--- src/hw/rtl/bba_pkg.sv ---
// Shared types and codes of the bitmap block allocator.
package bba_pkg;

  localparam int unsigned RESV_W = 11;
  localparam int unsigned GRANT_W = 10;

  localparam logic [1:0] FUNC_ALLOC  = 2'd0;
  localparam logic [1:0] FUNC_FREE   = 2'd1;
  localparam logic [1:0] FUNC_FORMAT = 2'd2;

  localparam logic [1:0] ST_DONE  = 2'd0;
  localparam logic [1:0] ST_FULL  = 2'd1;
  localparam logic [1:0] ST_RANGE = 2'd2;

  typedef struct packed {
    logic [1:0]  func;
    logic [15:0] block_index;
  } in_t;

  typedef struct packed {
    logic [GRANT_W-1:0] granted_block;
    logic [1:0]         status;
  } out_t;

endpackage

--- src/hw/rtl/bitmap_block_allocator_core.sv ---
// First-fit bitmap block allocator: free map in RAM, per-word summary and valid bits in flops.
// Each item gives one result. An allocate or an in-range free goes from acceptance to the
// result register through accept, RAM read, read-modify-write and result push; the RAM read
// step is needed as the free-map RAM has registered read data. A format, an out-of-range free,
// a full-map allocate and an unused code go straight to the result push. A result waiting on
// out_stall_i delays the next acceptance. A format completes in one step: per-word valid bits
// are cleared and words not yet rewritten read back as the format pattern, so no clearing pass
// is needed after reset or format. WORD_BITS must be a power of two.
module bitmap_block_allocator_core
  import bba_pkg::*;
#(
  parameter int unsigned NUM_BLOCKS = 1024,
  parameter int unsigned WORD_BITS  = 32
) (
  input  logic              clk_i,
  input  logic              rst_ni,
  input  logic              in_valid_i,
  output logic              in_stall_o,
  input  in_t               in_data_i,
  output logic              out_valid_o,
  input  logic              out_stall_i,
  output out_t              out_data_o,
  input  logic              cfg_we_i,
  input  logic [RESV_W-1:0] cfg_wdata_i
);

  localparam int unsigned MAP_WORDS = (NUM_BLOCKS + WORD_BITS - 1) / WORD_BITS;
  localparam int unsigned LOG_WB    = $clog2(WORD_BITS);
  localparam int unsigned AW        = (MAP_WORDS > 1) ? $clog2(MAP_WORDS) : 1;
  localparam int unsigned CNT_W     = $clog2(NUM_BLOCKS + 1);

  typedef enum logic [1:0] {
    S_IDLE,
    S_READ,
    S_MOD,
    S_PUSH
  } state_e;

  state_e                 state_q;
  logic [MAP_WORDS-1:0]   sum_q;
  logic [MAP_WORDS-1:0]   valid_q;
  logic [CNT_W-1:0]       fmt_n_q;
  logic [CNT_W-1:0]       fmt_n_d;
  logic [RESV_W-1:0]      resv_q;
  logic [AW-1:0]          addr_q;
  logic [LOG_WB-1:0]      bit_q;
  logic [1:0]             op_q;
  out_t                   res_q;
  out_t                   out_q;
  logic                   out_valid_q;

  logic [WORD_BITS-1:0]   rdata;
  logic [WORD_BITS-1:0]   fmt_word;
  logic [WORD_BITS-1:0]   vmask;
  logic [WORD_BITS-1:0]   word_eff;
  logic [WORD_BITS-1:0]   new_word;
  logic [LOG_WB-1:0]      low_bit;
  logic [AW-1:0]          first_w;
  logic [MAP_WORDS-1:0]   fmt_sum;
  logic [31:0]            n_cap;
  logic [16:0]            blk_ext;
  logic                   blk_oor;
  logic [31:0]            gidx;
  logic                   accept;
  logic                   slot_free;

  bba_ram #(
    .WIDTH (WORD_BITS),
    .DEPTH (MAP_WORDS),
    .AW    (AW)
  ) u_map (
    .clk_i   (clk_i),
    .we_i    (state_q == S_MOD),
    .waddr_i (addr_q),
    .wdata_i (new_word),
    .raddr_i (addr_q),
    .rdata_o (rdata)
  );

  assign accept    = in_valid_i && (state_q == S_IDLE);
  assign slot_free = !out_valid_q || !out_stall_i;
  assign blk_ext   = {1'b0, in_data_i.block_index};
  assign blk_oor   = blk_ext >= 17'(NUM_BLOCKS);
  assign n_cap     = (32'(resv_q) > 32'(NUM_BLOCKS)) ? 32'(NUM_BLOCKS) : 32'(resv_q);
  assign fmt_n_d   = CNT_W'(n_cap);

  always_comb begin
    logic [31:0] base;
    base = 32'(addr_q) << LOG_WB;
    for (int b = 0; b < int'(WORD_BITS); b++) begin
      fmt_word[b] = (base + 32'(b)) >= 32'(fmt_n_q);
      vmask[b]    = (base + 32'(b)) < 32'(NUM_BLOCKS);
    end
    word_eff = (valid_q[addr_q] ? rdata : fmt_word) & vmask;
  end

  always_comb begin
    low_bit = '0;
    for (int b = int'(WORD_BITS) - 1; b >= 0; b--) begin
      if (word_eff[b]) begin
        low_bit = LOG_WB'(b);
      end
    end
  end

  always_comb begin
    first_w = '0;
    for (int w = int'(MAP_WORDS) - 1; w >= 0; w--) begin
      if (sum_q[w]) begin
        first_w = AW'(w);
      end
    end
  end

  always_comb begin
    int unsigned lim;
    for (int w = 0; w < int'(MAP_WORDS); w++) begin
      lim = (32'(w) + 32'd1) * WORD_BITS;
      if (lim > NUM_BLOCKS) begin
        lim = NUM_BLOCKS;
      end
      fmt_sum[w] = n_cap < 32'(lim);
    end
  end

  always_comb begin
    if (op_q == FUNC_ALLOC) begin
      new_word = word_eff & ~(WORD_BITS'(1) << low_bit);
    end else begin
      new_word = word_eff | (WORD_BITS'(1) << bit_q);
    end
  end

  assign gidx = (32'(addr_q) << LOG_WB) | 32'(low_bit);

  always_ff @(posedge clk_i or negedge rst_ni) begin
    if (!rst_ni) begin
      state_q     <= S_IDLE;
      sum_q       <= '1;
      valid_q     <= '0;
      fmt_n_q     <= '0;
      resv_q      <= RESV_W'(4);
      out_valid_q <= 1'b0;
      op_q        <= FUNC_ALLOC;
    end else begin
      if (cfg_we_i) begin
        resv_q <= cfg_wdata_i;
      end
      if (out_valid_q && !out_stall_i && state_q != S_PUSH) begin
        out_valid_q <= 1'b0;
      end
      case (state_q)
        S_IDLE: begin
          if (accept) begin
            op_q <= in_data_i.func;
            case (in_data_i.func)
              FUNC_ALLOC: begin
                if (sum_q == '0) begin
                  res_q   <= '{granted_block: '0, status: ST_FULL};
                  state_q <= S_PUSH;
                end else begin
                  res_q   <= '{granted_block: '0, status: ST_DONE};
                  addr_q  <= first_w;
                  state_q <= S_READ;
                end
              end
              FUNC_FREE: begin
                if (blk_oor) begin
                  res_q   <= '{granted_block: '0, status: ST_RANGE};
                  state_q <= S_PUSH;
                end else begin
                  res_q   <= '{granted_block: '0, status: ST_DONE};
                  addr_q  <= blk_ext[LOG_WB +: AW];
                  bit_q   <= in_data_i.block_index[LOG_WB-1:0];
                  state_q <= S_READ;
                end
              end
              FUNC_FORMAT: begin
                res_q   <= '{granted_block: '0, status: ST_DONE};
                valid_q <= '0;
                fmt_n_q <= fmt_n_d;
                sum_q   <= fmt_sum;
                state_q <= S_PUSH;
              end
              default: begin
                res_q   <= '{granted_block: '0, status: ST_DONE};
                state_q <= S_PUSH;
              end
            endcase
          end
        end
        S_READ: begin
          state_q <= S_MOD;
        end
        S_MOD: begin
          valid_q[addr_q] <= 1'b1;
          sum_q[addr_q]   <= |new_word;
          if (op_q == FUNC_ALLOC) begin
            res_q.granted_block <= gidx[GRANT_W-1:0];
          end
          state_q <= S_PUSH;
        end
        S_PUSH: begin
          if (slot_free) begin
            out_valid_q <= 1'b1;
            out_q       <= res_q;
            state_q     <= S_IDLE;
          end
        end
        default: begin
          state_q <= S_IDLE;
        end
      endcase
    end
  end

  assign in_stall_o  = (state_q != S_IDLE);
  assign out_valid_o = out_valid_q;
  assign out_data_o  = out_q;

  a_alloc_word_nonempty: assert property (@(posedge clk_i) disable iff (!rst_ni)
    (state_q == S_MOD && op_q == FUNC_ALLOC) |-> (sum_q[addr_q] && |word_eff))
    else $error("allocate reached a word without a free block");

  a_accept_leaves_idle: assert property (@(posedge clk_i) disable iff (!rst_ni)
    (in_valid_i && !in_stall_o) |=> (state_q != S_IDLE))
    else $error("accepted item did not start work");

  a_result_from_push: assert property (@(posedge clk_i) disable iff (!rst_ni)
    $rose(out_valid_o) |-> $past(state_q == S_PUSH))
    else $error("result loaded outside push step");

  a_full_grants_zero: assert property (@(posedge clk_i) disable iff (!rst_ni)
    (out_valid_o && out_data_o.status != ST_DONE) |-> (out_data_o.granted_block == '0))
    else $error("failed item carries a block index");

endmodule

--- src/hw/rtl/bba_ram.sv ---
// Generic single-port-write, single-port-read RAM with registered read data.
module bba_ram #(
  parameter int unsigned WIDTH = 32,
  parameter int unsigned DEPTH = 32,
  parameter int unsigned AW    = (DEPTH > 1) ? $clog2(DEPTH) : 1
) (
  input  logic             clk_i,
  input  logic             we_i,
  input  logic [AW-1:0]    waddr_i,
  input  logic [WIDTH-1:0] wdata_i,
  input  logic [AW-1:0]    raddr_i,
  output logic [WIDTH-1:0] rdata_o
);

  logic [WIDTH-1:0] mem [DEPTH];
  logic [WIDTH-1:0] rdata_q;

  always_ff @(posedge clk_i) begin
    if (we_i) begin
      mem[waddr_i] <= wdata_i;
    end
    rdata_q <= mem[raddr_i];
  end

  assign rdata_o = rdata_q;

endmodule

--- config.mk ---
export PLATFORM = sky130hd
export DESIGN_NAME = bitmap_block_allocator_core
export DESIGN_NICKNAME = d
export VERILOG_FILES = /design/src/hw/rtl/bba_pkg.sv /design/src/hw/rtl/bitmap_block_allocator_core.sv /design/src/hw/rtl/bba_ram.sv
export SDC_FILE = /design/constraint.sdc
export NUM_CORES = 1
export LEC_CHECK = 0
export ABC_AREA = 1
export CORE_ASPECT_RATIO = 1.25
export CORE_MARGIN = 8
export CORE_UTILIZATION = 40
export DETAILED_ROUTE_END_ITERATION = 10
export DONT_BUFFER_PORTS = 1
export HOLD_SLACK_MARGIN = 0.02
export PLACE_DENSITY = 0.61
export SLEW_MARGIN = 20
export SYNTH_ARGS = -nofsm -noshare
export SYNTH_HDL_FRONTEND = slang
export SYNTH_SLANG_ARGS = --single-unit
--- constraint.sdc ---
create_clock -name clk_i -period 5.7 [get_ports clk_i]
set_input_delay 0 -clock clk_i [delete_from_list [all_inputs] [get_ports clk_i]]
set_output_delay 0 -clock clk_i [all_outputs]
set_load 0.1 [all_outputs]
Word level (Yosys, flattened, before mapping)
Memory sizes are Yosys's and may differ from the RTL's. A register that Yosys moved wholly into a read port is not among the register bits.
Cells that the tools add are included.
- add/sub/neg operators: 31
- magnitude comparators: 100
- equal/unequal tests: 12
- shift operators: 2
- muxes and demuxes: 98
- bitwise logic cells: 7
- reduce and logical (&&, ||, !) cells: 24
- operator list (operator ; number):
    greater-or-equal comparator 32 x 11 -> 1 bit ; 31
    < comparator 11 bit, second input constant ; 32
    2-to-1 mux 5 bit ; 66
    2-to-1 mux 32 bit ; 6
    adder 10 x 5 -> 11 bit, second input constant ; 16
    < comparator 11 x 10 -> 1 bit, second input constant ; 16
    case mux 32 bit (2 select lines) ; 2
    adder 10 x 4 -> 11 bit, second input constant ; 8
    < comparator 11 x 9 -> 1 bit, second input constant ; 8
    AND 32 bit ; 2
    OR 32 bit ; 2
    << shifter 1 x 5 -> 32 bit, first input constant ; 2
    adder 10 x 3 -> 11 bit, second input constant ; 4
    < comparator 11 x 8 -> 1 bit, second input constant ; 4
    bitwise mux 32 bit ; 1
    logical NOT 32 bit ; 1
    inverter 32 bit ; 1
    OR reduction 32 bit ; 1
    case mux 12 bit (2 select lines) ; 1
    adder 10 x 2 -> 11 bit, second input constant ; 2
    < comparator 11 x 7 -> 1 bit, second input constant ; 2
    case mux 10 bit (2 select lines) ; 1
    greater-or-equal comparator 16 x 11 -> 1 bit, second input constant ; 1
    2-to-1 mux 12 bit ; 1
    other kinds (32) ; 63
- register bits: 125
- RAM bits: 1024
- input port bits: 34
- output and inout port bits: 14
- word-level logic and storage cells: 288
- memories kept: 1
- memory list (name ; words ; bits a word ; read ports ; clocked after Yosys merged registers in ; write ports ; RTL line ; RTL):
    u_map.mem ; 32 ; 32 ; 1 ; 1 ; 1 ; bba_ram.sv:15 ; logic [WIDTH-1:0] mem [DEPTH];

Depth between registers and ports, before layout
Gate-level depths: netlist of run 1.
- depth in word-level cells: 43
- gate-level depth with buffers: 56
- depth with buffers taken out: 52

Modules after synthesis
A second synthesis of run 1 with hierarchy kept.
- cell total of the unflattened synthesis: 4875
- area total of the unflattened synthesis: 51318.0 µm²
- modules (own cells, without submodules) (module ; instances ; cells an instance ; area each (µm²) ; sequential area each (µm²)):
    bba_ram ; 1 ; 3536 ; 42405.7 ; 31390.1
    bitmap_block_allocator_core ; 1 ; 1339 ; 8912.3 ; 3339.5

Least setup slack after synthesis of run 1
No wires, ideal clock.
- path kind: reg-to-reg
- start point: register addr_q[4]
- end point: register sum_q[13]
- setup time: 73 ps
- arrival time: 4878 ps
- data required time: 5627 ps
- slack: 749 ps
- cell stages (with the launch flop): 48
- buffers on the path: 1
- period minus slack after synthesis: 4951 ps
- cell sequence: edfxtp_1 > ha_1 > inv_1 > nor2_1 > a21oi_1 > nand3_1 > nor2_2 > nand2_1 > o21ai_1 > nand2_1 > nand2_1 > nand2_1 > nand2_1 > nand2_1 > nand2_1 > nand2_1 > nand2_1 > nand2_1 > [... 12 more ...] > nand2_1 > nand2_1 > nand2_1 > nand2_1 > nand2_2 > nand2_4 > nand2_4 > nand2_2 > nand4_1 > nor2_1 > nor2_1 > nor2_1 > nand2_1 > nor2_1 > nand2_2 > buf_6 > nand2_1 > a21oi_1
- cells in the longest elaborated chain, start to end: 43
- elaborated cells on any way between the ends: 144
- those cells by class: add/sub: 31; order compare: 66; shift: 1; mux: 40; bitwise: 4; reduce/logical: 2
- RTL lines (item ; RTL line ; RTL):
    start: declaration ; bitmap_block_allocator_core.sv:45 ; logic [AW-1:0] addr_q;
    start signal: assignment ; bitmap_block_allocator_core.sv:163 ; addr_q <= first_w;
    start signal: assignment ; bitmap_block_allocator_core.sv:173 ; addr_q <= blk_ext[LOG_WB +: AW];
    adder 10 x 5 -> 11 bit or binary-select mux 1 bit (select 5 bit) (tied branches) ; bitmap_block_allocator_core.sv:91, bitmap_block_allocator_core.sv:92, bitmap_block_allocator_core.sv:94 ;
    greater-or-equal comparator 32 x 11 -> 1 bit or 2-to-1 mux 1 bit (tied branches) ; bitmap_block_allocator_core.sv:91, bitmap_block_allocator_core.sv:94 ;
    2-to-1 mux 32 bit ; bitmap_block_allocator_core.sv:94 ; word_eff = (valid_q[addr_q] ? rdata : fmt_word) & vmask;
    AND 32 bit * ; bitmap_block_allocator_core.sv:94 ;
    2-to-1 mux 5 bit (32 in series) ; bitmap_block_allocator_core.sv:100 ; if (word_eff[b]) begin
    << shifter 1 x 5 -> 32 bit ; bitmap_block_allocator_core.sv:128 ; new_word = word_eff & ~(WORD_BITS'(1) << low_bit);
    inverter 32 bit ; bitmap_block_allocator_core.sv:128 ;
    AND 32 bit ; bitmap_block_allocator_core.sv:128 ;
    2-to-1 mux 32 bit * ; bitmap_block_allocator_core.sv:127 ; if (op_q == FUNC_ALLOC) begin
    named net new_word[8] ; bitmap_block_allocator_core.sv:56 ; logic [WORD_BITS-1:0] new_word;
    OR reduction 32 bit * ; bitmap_block_allocator_core.sv:197 ; sum_q[addr_q] <= |new_word;
    bitwise mux 32 bit * ; bitmap_block_allocator_core.sv:197 ;
    case mux 32 bit (2 select lines) * ; bitmap_block_allocator_core.sv:152 ; case (state_q)
    end signal: assignment ; bitmap_block_allocator_core.sv:182 ; sum_q <= fmt_sum;
    end signal: indexed assignment ; bitmap_block_allocator_core.sv:197 ;
    end: declaration ; bitmap_block_allocator_core.sv:40 ; logic [MAP_WORDS-1:0] sum_q;
The timed path passes the listed nets; every way through them passes the cells marked *. The select of a mux whose other input is x is not followed.
A chain may end at the register's enable or synchronous reset.

Final worst setup path of run 1
- start point: register addr_q[0]
- end point: register sum_q[22]
- cells in the longest elaborated chain, start to end: 43
- elaborated cells on any way between the ends: 144
- those cells by class: add/sub: 31; order compare: 66; shift: 1; mux: 40; bitwise: 4; reduce/logical: 2
- RTL lines (item ; RTL line):
    adder 10 x 5 -> 11 bit or binary-select mux 1 bit (select 5 bit) (tied branches) ; bitmap_block_allocator_core.sv:91, bitmap_block_allocator_core.sv:92, bitmap_block_allocator_core.sv:94
    greater-or-equal comparator 32 x 11 -> 1 bit or 2-to-1 mux 1 bit (tied branches) ; bitmap_block_allocator_core.sv:91, bitmap_block_allocator_core.sv:94
    2-to-1 mux 32 bit ; bitmap_block_allocator_core.sv:94
    AND 32 bit ; bitmap_block_allocator_core.sv:94
    2-to-1 mux 5 bit (32 in series) ; bitmap_block_allocator_core.sv:100
    << shifter 1 x 5 -> 32 bit ; bitmap_block_allocator_core.sv:128
    inverter 32 bit ; bitmap_block_allocator_core.sv:128
    AND 32 bit ; bitmap_block_allocator_core.sv:128
    2-to-1 mux 32 bit ; bitmap_block_allocator_core.sv:127
    OR reduction 32 bit ; bitmap_block_allocator_core.sv:197
    bitwise mux 32 bit * ; bitmap_block_allocator_core.sv:197
    case mux 32 bit (2 select lines) * ; bitmap_block_allocator_core.sv:152
Every way passes the cells marked *; elsewhere a longest branch is shown, timed or not. The select of a mux whose other input is x is not followed.

==> results by group, run 1 <==
Status
  • Outcome: completed

Setup path
  • Worst reg2reg path depth: 31
  • Critical Path Source Type: flop
  • Crit-path max FO: 32
  • Nature of the critical path endpoint: flop
  • Critical register-to-register path endpoint: sum_q[22]
  • Crit path DAT: around 5900 ps
  • Top cell by count, worst path: nand2_1
  • Critical R2R Launch: addr_q[0]
  • Reg2Reg Setup Slack: 390 ps
  • Slowest stage delay, CP: 520 ps
  • Worst Path Required: 6310 ps
  • WS Path Type: flop to flop
  • Slowest CP cell: edfxtp_1

Yosys
  • Cell count after synthesis: between 3000 and 4000
  • Yosys reg bits: 1181
  • Post-synthesis cell area: 46600 sq um
  • Syn_area_per_cell: 13.5 sq um
  • Post-synth EDFFs: 1058
  • Register area share after synthesis: 74.5%
  • Ys async rst share: 7.71%
  • Synth warn: 0
  • Cell variety after synth: 54
  • Synthesized Nets: 3485
  • Synth Flop Type: edfxtp_1

STA
  • Fmax achieved: 0.188 GHz
  • Final Hold Vio Count: 0
  • Slew HR: 23.4%
  • Fin crit share: 93.1%
  • Setup Skew: between 60 and 70 ps
  • Count of pins over their slew limit: 0
  • Tightest Pin Transition: 1150 ps
  • Tmin final: 5310 ps
  • Final setup violating endpoints: 0
  • RSZ-0062 raised after global routing: yes

Layout
  • Nets: roughly 3600
  • Fraction of layout cells with a size suffix above 1: 11.9%
  • ANT cells: 0
  • Fillers: around 10000
  • Multi-input gate area: 10500 sq um
  • Non-filler cells, final: 5194
  • Area Overhead vs Synth: 14.4%
  • FF+latch area: 34700 sq um

Min path
  • Hold path endpoint: addr_q[4]
  • Hold path cells: 3
  • Hold_sp: in_data_i[9]
  • Worst Hold Class: input port to flop

GRT
  • GR Overflow Total: 0
  • Vias in the first global route: 29500
  • Pin count of the biggest net entering global routing: roughly 160
  • First-pass GRT wire length: 207000 microns
  • Initial antenna violation count: 1
  • Total track usage: 22.0%

CTS
  • CTS tree: built
  • CTS buffer count: about 110
  • Longest Clk Path Bufs: 3
  • CTS root buf: clkbuf_16
  • Clk slew on worst S/H paths: 70 ps
  • Clock sinks: 1181
  • Worst skew pair latency: 740 ps
  • CTS H-tree lvls: 3

Drt
  • First-pass iteration count of the detailed router: 6
  • Post-route ant nets: 0
  • DRC viols: 0
  • Routed WL: 145000 microns
  • Wire per inst: about 28 microns
  • DR iter-0 viols: 3994
  • Via density: 5.83
  • Vias: slightly above 30000

Power and ir drop
  • Total power: around 26000 uW
  • Leak Pwr: 0.0183 uW
  • Pwr per Cell Area: about 490 nW/um^2
  • IR drop worst, VDD: 0.317 mV

Placement
  • Gpl congestion: 1.02
  • Post-DP HPWL: 80700 microns
  • Placed cell count: slightly below 5000
  • IO Port Bufs: 0

Floorplanning
  • Die ar.: 128000 sq um
  • Total core area: 116000 sq um
  • Die W: 321 microns
  • Placement Rows: 140
  • Initial Util: 40.2%
  • Boundary Pins: 48
  • Die Ht: 398 microns

Run
  • Maxcap violations: 0
[cell families (layout without fill, tap and decap cells)]
family / after synthesis / count (layout) / share of synthesized area, %
DFF: 1181 / 1181 / 74.5
AOI/OAI and AO/OA: 1044 / 1044 / 14.4
and+or+nand+nor: 780 / 780 / 7.29
buffers and inverters: 428 / 618 / 3.54
adders and majority gates: 9 / 9 / 0.241
[cells in the mapped netlist (5+ instances only)]
cell type  number  area, sq um
or2_2          32          200
nand4_1        12         75.1
a211oi_1       19          143
or4_1           9         67.6
o21ai_0        96          480
a22oi_1       513         3850
buf_1          35          131
nor2_1        221          830
nor4_1         38          238
dfstp_2        33          867
o21ai_1        10         50.1
nand3_1        29          145
clkbuf_1      144          541
nor3_1         64          320
nand2_2         5         31.3
o31ai_1         7         52.6
nor2_2          5         31.3
edfxtp_1     1058        31800
inv_1         230          863
buf_6           5         56.3
nand2_1       352         1320
a21oi_1       348         1740
dfrtp_1        58         1450
a2111o_1        9          101
dfxtp_1        32          641
inv_2           6         22.5
o21bai_1        9         67.6
o22ai_1        12         75.1
ha_1            9          113
[worst max-delay path, delay by kind of cell, from the launching register on]
kind / cells / cell delay [ps]
buffers and inverters: 10 / 1720
AOI/OAI and AO/OA: 4 / 850
and+or+nand+nor: 17 / 2040
DFF: 1 / 520
[cell usage in the layout, fill, tap and decap left out, types with 11 or more instances in the layout]
master	n
dfxtp_1	32
clkbuf_16	110
nand4_1	12
a21oi_1	348
buf_4	113
clkbuf_1	33
o21ai_0	96
nor3_2	37
nor4_1	38
or2_2	32
nand2_1	350
dlygate4sd3_1	51
inv_2	14
nand3_1	28
a211oi_1	19
clkinv_2	11
dfstp_2	33
nor3_1	30
o22ai_1	12
nor2_1	212
inv_1	219
edfxtp_1	1058
a22oi_1	513
clkinv_1	21
dfrtp_1	58
bufinv_16	13
[registers in the layout, indices dropped and copies added (netlist names)]
| name | flops |
|---|---|
| u_map.rdata_o | 32 |
| valid_q | 32 |
| out_data_o | 12 |
| bit_q | 5 |
| fmt_n_q | 11 |
| addr_q | 5 |
| res_q | 12 |
| state_q | 2 |
| resv_q | 11 |
| sum_q | 32 |
| u_map.mem | 1024 |
| out_valid_o | 1 |
| op_q | 2 |
[metrics by stage]
| step | worst slack (ps) | area (sq um) | TNS (ps) | utilization, % | hold slack [ps] |
|---|---|---|---|---|---|
| final | 393 | 53400 | 0 | 45.9 | 139 |
| after global routing | -32.3 | 53400 | -760 | 45.9 | 129 |
| after CTS | 247 | 53200 | 0 | 45.8 | 112 |
| after detailed placement | 316 | 48900 | 0 | 42.1 | -289 |
| after global placement | 209 | 48900 | 0 | 42.1 | -289 |
| after floorplan | 749 | 46600 | 0 | - | -296 |
[worst max-delay path by stage]
stage / slack [ps] / to / start
3_5_place_dp: 320 / sum_q[10] / addr_q[4]
3_3_place_gp: 210 / sum_q[7] / addr_q[0]
2_1_floorplan: 750 / sum_q[13] / addr_q[4]
5_1_grt: -30 / u_map.mem[15][20] / addr_q[4]
4_1_cts: 250 / sum_q[22] / addr_q[4]
6_report: 390 / sum_q[22] / addr_q[0]
[layer usage]
| layer | wire (microns) | part of all wire (%) | up-vias | global-route usage, % |
|---|---|---|---|---|
| met5 | 13 | 0.0090 | - | 0 |
| met4 | 6590 | 4.6 | 2 | 9.52 |
| met3 | 10300 | 7.1 | 301 | 3.10 |
| met2 | 70300 | 49 | 1379 | 36.6 |
| met1 | 57600 | 40 | 15400 | 28.7 |
| li1 | - | - | 13200 | - |
[power by group]
group	switching [uW]	internal [uW]	total (uW)
logic	4710	1240	5950
clock network	3210	4290	7500
registers	444	12200	12600
total	8360	17700	26100
[cell type report]
type | instances | area share, %
timing repair buffer | 174 | 2.94
inverter | 240 | 1.71
clock inverter | 50 | 1.26
clock buffer | 153 | 5.65
multi-input combinational | 1833 | 19.7
sequential | 1181 | 65.1
tap | 1562 | 3.66
timing repair inverter | 1 | 0.0141
[timing repair]
item	4_1_cts	5_1_grt
hold endpoints to repair	164	0
resized for setup	0	17
hold buffers	53	0
setup endpoints to repair	0	784
setup buffers	0	12
Power figures use the tool's default switching activity.
==> inputs of run 2 (changes only) <==
- SYNTH_HIERARCHICAL: default -> 1
==> run 2 against run 1 <==
Effect of this change: clock power down 2%; register-to-register slack better by 220 ps; global-route usage down 1.0 points; synthesized cell count up 42%; fmax up 4.3%; critical endpoint is now sum_q[11].
==> results by group, run 2 <==
Status
  • Outcome: completed (unchanged)

STA
  • Tmin final: 5090 ps (was 5310 ps)
  • Slew HR: 27.7% (was 23.4%)
  • RSZ-0062 raised after global routing: no (was yes)
  • Count of pins over their slew limit: 0 (unchanged)
  • Final setup violating endpoints: 0 (unchanged)
  • Fmax achieved: 0.196 GHz (was 0.188 GHz)
  • Setup Skew: 30.0 ps (was 60.7 ps)
  • Fin crit share: 89.3% (was 93.1%)
  • Tightest Pin Transition: 1080 ps (was 1150 ps)
  • Setup TNS: 0 ps (unchanged)
  • Final Hold Vio Count: 0 (unchanged)

Placement
  • IO Port Bufs: 0 (unchanged)
  • Gpl congestion: 0.960 (was 1.02)
  • Post-DP HPWL: 86900 microns (was 80700 microns)

Run
  • Maxcap violations: 0 (unchanged)

CTS
  • CTS tree: built (unchanged)
  • CTS buffer count: 109 (unchanged)
  • Clk slew on worst S/H paths: 60 ps (was 70 ps)
  • Clock sinks: 1181 (unchanged)
  • Worst skew pair latency: 720 ps (was 740 ps)
  • Longest Clk Path Bufs: 3 (unchanged)
  • CTS root buf: clkbuf_16 (unchanged)
  • CTS H-tree lvls: 3 (unchanged)

Power and ir drop
  • Switch share: 31.0% (was 32.1%)
  • Sequential share of power: 49.2% (was 48.4%)
  • P_int: 16800 uW (was 17700 uW)
  • Clock power frac: 30.3% (was 28.8%)
  • Comb pwr share: 20.5% (was 22.8%)
  • IR drop worst, VDD: 0.279 mV (was 0.317 mV)
  • Leak Pwr: 0.0218 uW (was 0.0183 uW)
  • Pwr per Cell Area: 424 nW/um^2 (was 489 nW/um^2)
  • NetSw: 7530 uW (was 8360 uW)
  • Total power: 24300 uW (was 26100 uW)

Setup path
  • Slowest CP cell: edfxtp_1 (unchanged)
  • Slowest stage delay, CP: 400 ps (was 520 ps)
  • WS Path Type: flop to flop (unchanged)
  • Crit path DAT: 5720 ps (was 5920 ps)
  • Critical Path Source Type: flop (unchanged)
  • Top cell by count, worst path: nand2_1 (unchanged)
  • Worst Path Required: 6330 ps (was 6310 ps)
  • Nature of the critical path endpoint: flop (unchanged)
  • Crit-path max FO: 32 (unchanged)

Yosys
  • Register area share after synthesis: 67.7% (was 74.5%)
  • Top cell type's share of synthesized area: 61.9% (was 68.1%)
  • Count leader, synth: nand2_1 (was edfxtp_1)
  • Synth Flop Type: edfxtp_1 (unchanged)
  • Synth warn: 6 (was 0)
  • Cell variety after synth: 56 (was 54)
  • Largest family of logic cells by synthesized area: simple AND/OR/NAND/NOR gates (was compound AO/OA/AOI/OAI gates)
  • Syn_area_per_cell: 10.5 sq um (was 13.5 sq um)
  • Synth area leader: edfxtp_1 (unchanged)
  • Area fraction in compound gates after synthesis: 2.95% (was 14.4%)
  • Ys async rst share: 7.71% (unchanged)
  • Post-Synth Simple-Gate Area: 23.8% (was 7.29%)
  • Synthesized Nets: 4918 (was 3485)
  • Post-synthesis mux area share: 0.110% (was 0%)
  • Post-synth EDFFs: 1058 (unchanged)
  • Yosys reg bits: 1181 (unchanged)
  • Cell count after synthesis: 4875 (was 3442)
  • Post-synth top cells: nand2_1, edfxtp_1, nand3_1 (was edfxtp_1, a22oi_1, nand2_1)
  • Synth top area cells: edfxtp_1, nand2_1, nand3_1, dfrtp_1, dfstp_2 (was edfxtp_1, a22oi_1, a21oi_1, dfrtp_1, nand2_1)
  • Post-synthesis cell area: 51300 sq um (was 46600 sq um)
  • Post-synthesis xor/xnor area fraction: 0% (unchanged)
  • Synth Area in Adders: 0.219% (was 0.241%)

GRT
  • Initial antenna violation count: 2 (was 1)
  • Pin count of the biggest net entering global routing: 195 (was 159)
  • First-pass GRT wire length: 224000 microns (was 207000 microns)
  • Total track usage: 21.0% (was 22.0%)
  • GR Overflow Total: 0 (unchanged)
  • Vias in the first global route: 35100 (was 29500)

Floorplanning
  • Total core area: 128000 sq um (was 116000 sq um)
  • Placement Rows: 147 (was 140)
  • Initial Util: 40.1% (was 40.2%)
  • Die ar.: 140000 sq um (was 128000 sq um)
  • Boundary Pins: 48 (unchanged)
  • Die W: 336 microns (was 321 microns)
  • Die Ht: 416 microns (was 398 microns)

Layout
  • Fraction of layout cells with a size suffix above 1: 7.97% (was 11.9%)
  • Commonest non-fill, non-tap cell in the layout: nand2_1 (was edfxtp_1)
  • Reg with most FFs: u_map/mem (was u_map.mem)
  • Max FFs per register: 1024 (unchanged)
  • Nets: 4927 (was 3583)
  • ANT cells: 0 (unchanged)
  • Fillers: 11700 (was 10100)
  • Most frequent cells in the layout: nand2_1, edfxtp_1, nand3_1 (was edfxtp_1, a22oi_1, nand2_1)
  • Area Overhead vs Synth: 11.6% (was 14.4%)
  • Multi-input gate area: 14200 sq um (was 10500 sq um)
  • Final Core Density: 44.8% (was 45.9%)
  • FF+latch area: 34700 sq um (unchanged)

Min path
  • Worst Hold Class: input port to flop (unchanged)

Drt
  • Routed WL: 151000 microns (was 145000 microns)
  • Vias: 36300 (was 30300)
  • Wire per inst: 22.5 microns (was 27.9 microns)
  • DR iter-0 viols: 3381 (was 3994)
  • DRC viols: 0 (unchanged)
  • Post-route ant nets: 0 (unchanged)
  • First-pass iteration count of the detailed router: 6 (unchanged)
  • Via density: 5.43 (was 5.83)
-- run 2: changes by cell type after synthesis, sizes merged, moves of 31 or more --
cell    change
a21oi     -212
or2        -31
nand3     +801
a22oi     -512
buf       +160
clkbuf     -90
nand2    +1402
-- run 2: path summary, 6_finish.rpt --
path	startpoint	end	slack, ps	depth (start not counted)
setup / recovery	addr_q[2]	sum_q[11]	610	47
hold / removal	in_data_i[9]	addr_q[4]	170	3
setup reg to reg	addr_q[2]	sum_q[11]	610	47
hold reg to reg	res_q[11]	out_data_o[11]	420	0
max in group asynchronous	rst_ni	valid_q[20]	4760	4
min in group asynchronous	rst_ni	sum_q[0]	590	3
-- run 2: metal layers --
| metal | vias to the layer above | routed length [microns] | global-route usage, % |
|---|---|---|---|
| met1 | 17800 | 60300 | 26.8 |
| met2 | 1487 | 73800 | 35.7 |
| met4 | 2 | 6620 | 9.35 |
| met5 | - | 13 | 0 |
| met3 | 339 | 10000 | 2.58 |
| li1 | 16700 | - | - |
-- run 2: logic make-up after synthesis --
logic type / after synthesis
flops: 1181
fa+ha+maj: 9
mux: 5
simple gates: 2898
compound gates: 273
buf+inv: 509
-- run 2: critical path: cells and delay by family, from the launching register on --
family	cells	cell delay, ps
flops	1	400
simple gates	40	3270
fa+ha+maj	1	340
buf+inv	1	160
compound gates	5	790
-- run 2: what timing repair did --
| action | in CTS | in global routing |
|---|---|---|
| setup endpoints to repair | 0 | 154 |
| endpoints found under the hold margin | 165 | 0 |
| hold buffers | 54 | 0 |
| setup buffers | 0 | 0 |
| gates resized for setup | 0 | 9 |
-- run 2: layout make-up --
type / instances / share of cell area [%]
multi-input cells: 3185 / 24.8
flip-flops and latches: 1181 / 60.7
well taps: 1713 / 3.74
clock buffers: 141 / 5.13
clock inverters: 66 / 1.17
inverters: 251 / 1.71
repair buffers: 156 / 2.79
-- run 2: per-stage QoR --
stage	setup slack (ps)	instances	hold WS [ps]	cell area [sq um]
2_1_floorplan	532	4875	-296	51300
3_3_place_gp	537	6432	-293	53000
3_5_place_dp	510	6432	-293	53000
4_1_cts	468	6693	124	57200
5_1_grt	53.9	6693	156	57300
6_report	610	6693	175	57300
-- run 2: power by group through the flow --
| stage | clock (uW) | combinational (uW) | sequential [uW] |
|---|---|---|---|
| global route | 7800 | 5460 | 12000 |
| CTS | 7490 | 4930 | 11900 |
| detailed placement | 0 | 4840 | 12100 |
| floorplan | 0 | 3090 | 12000 |
| global placement | 0 | 4800 | 12100 |
| finish | 7360 | 4970 | 12000 |
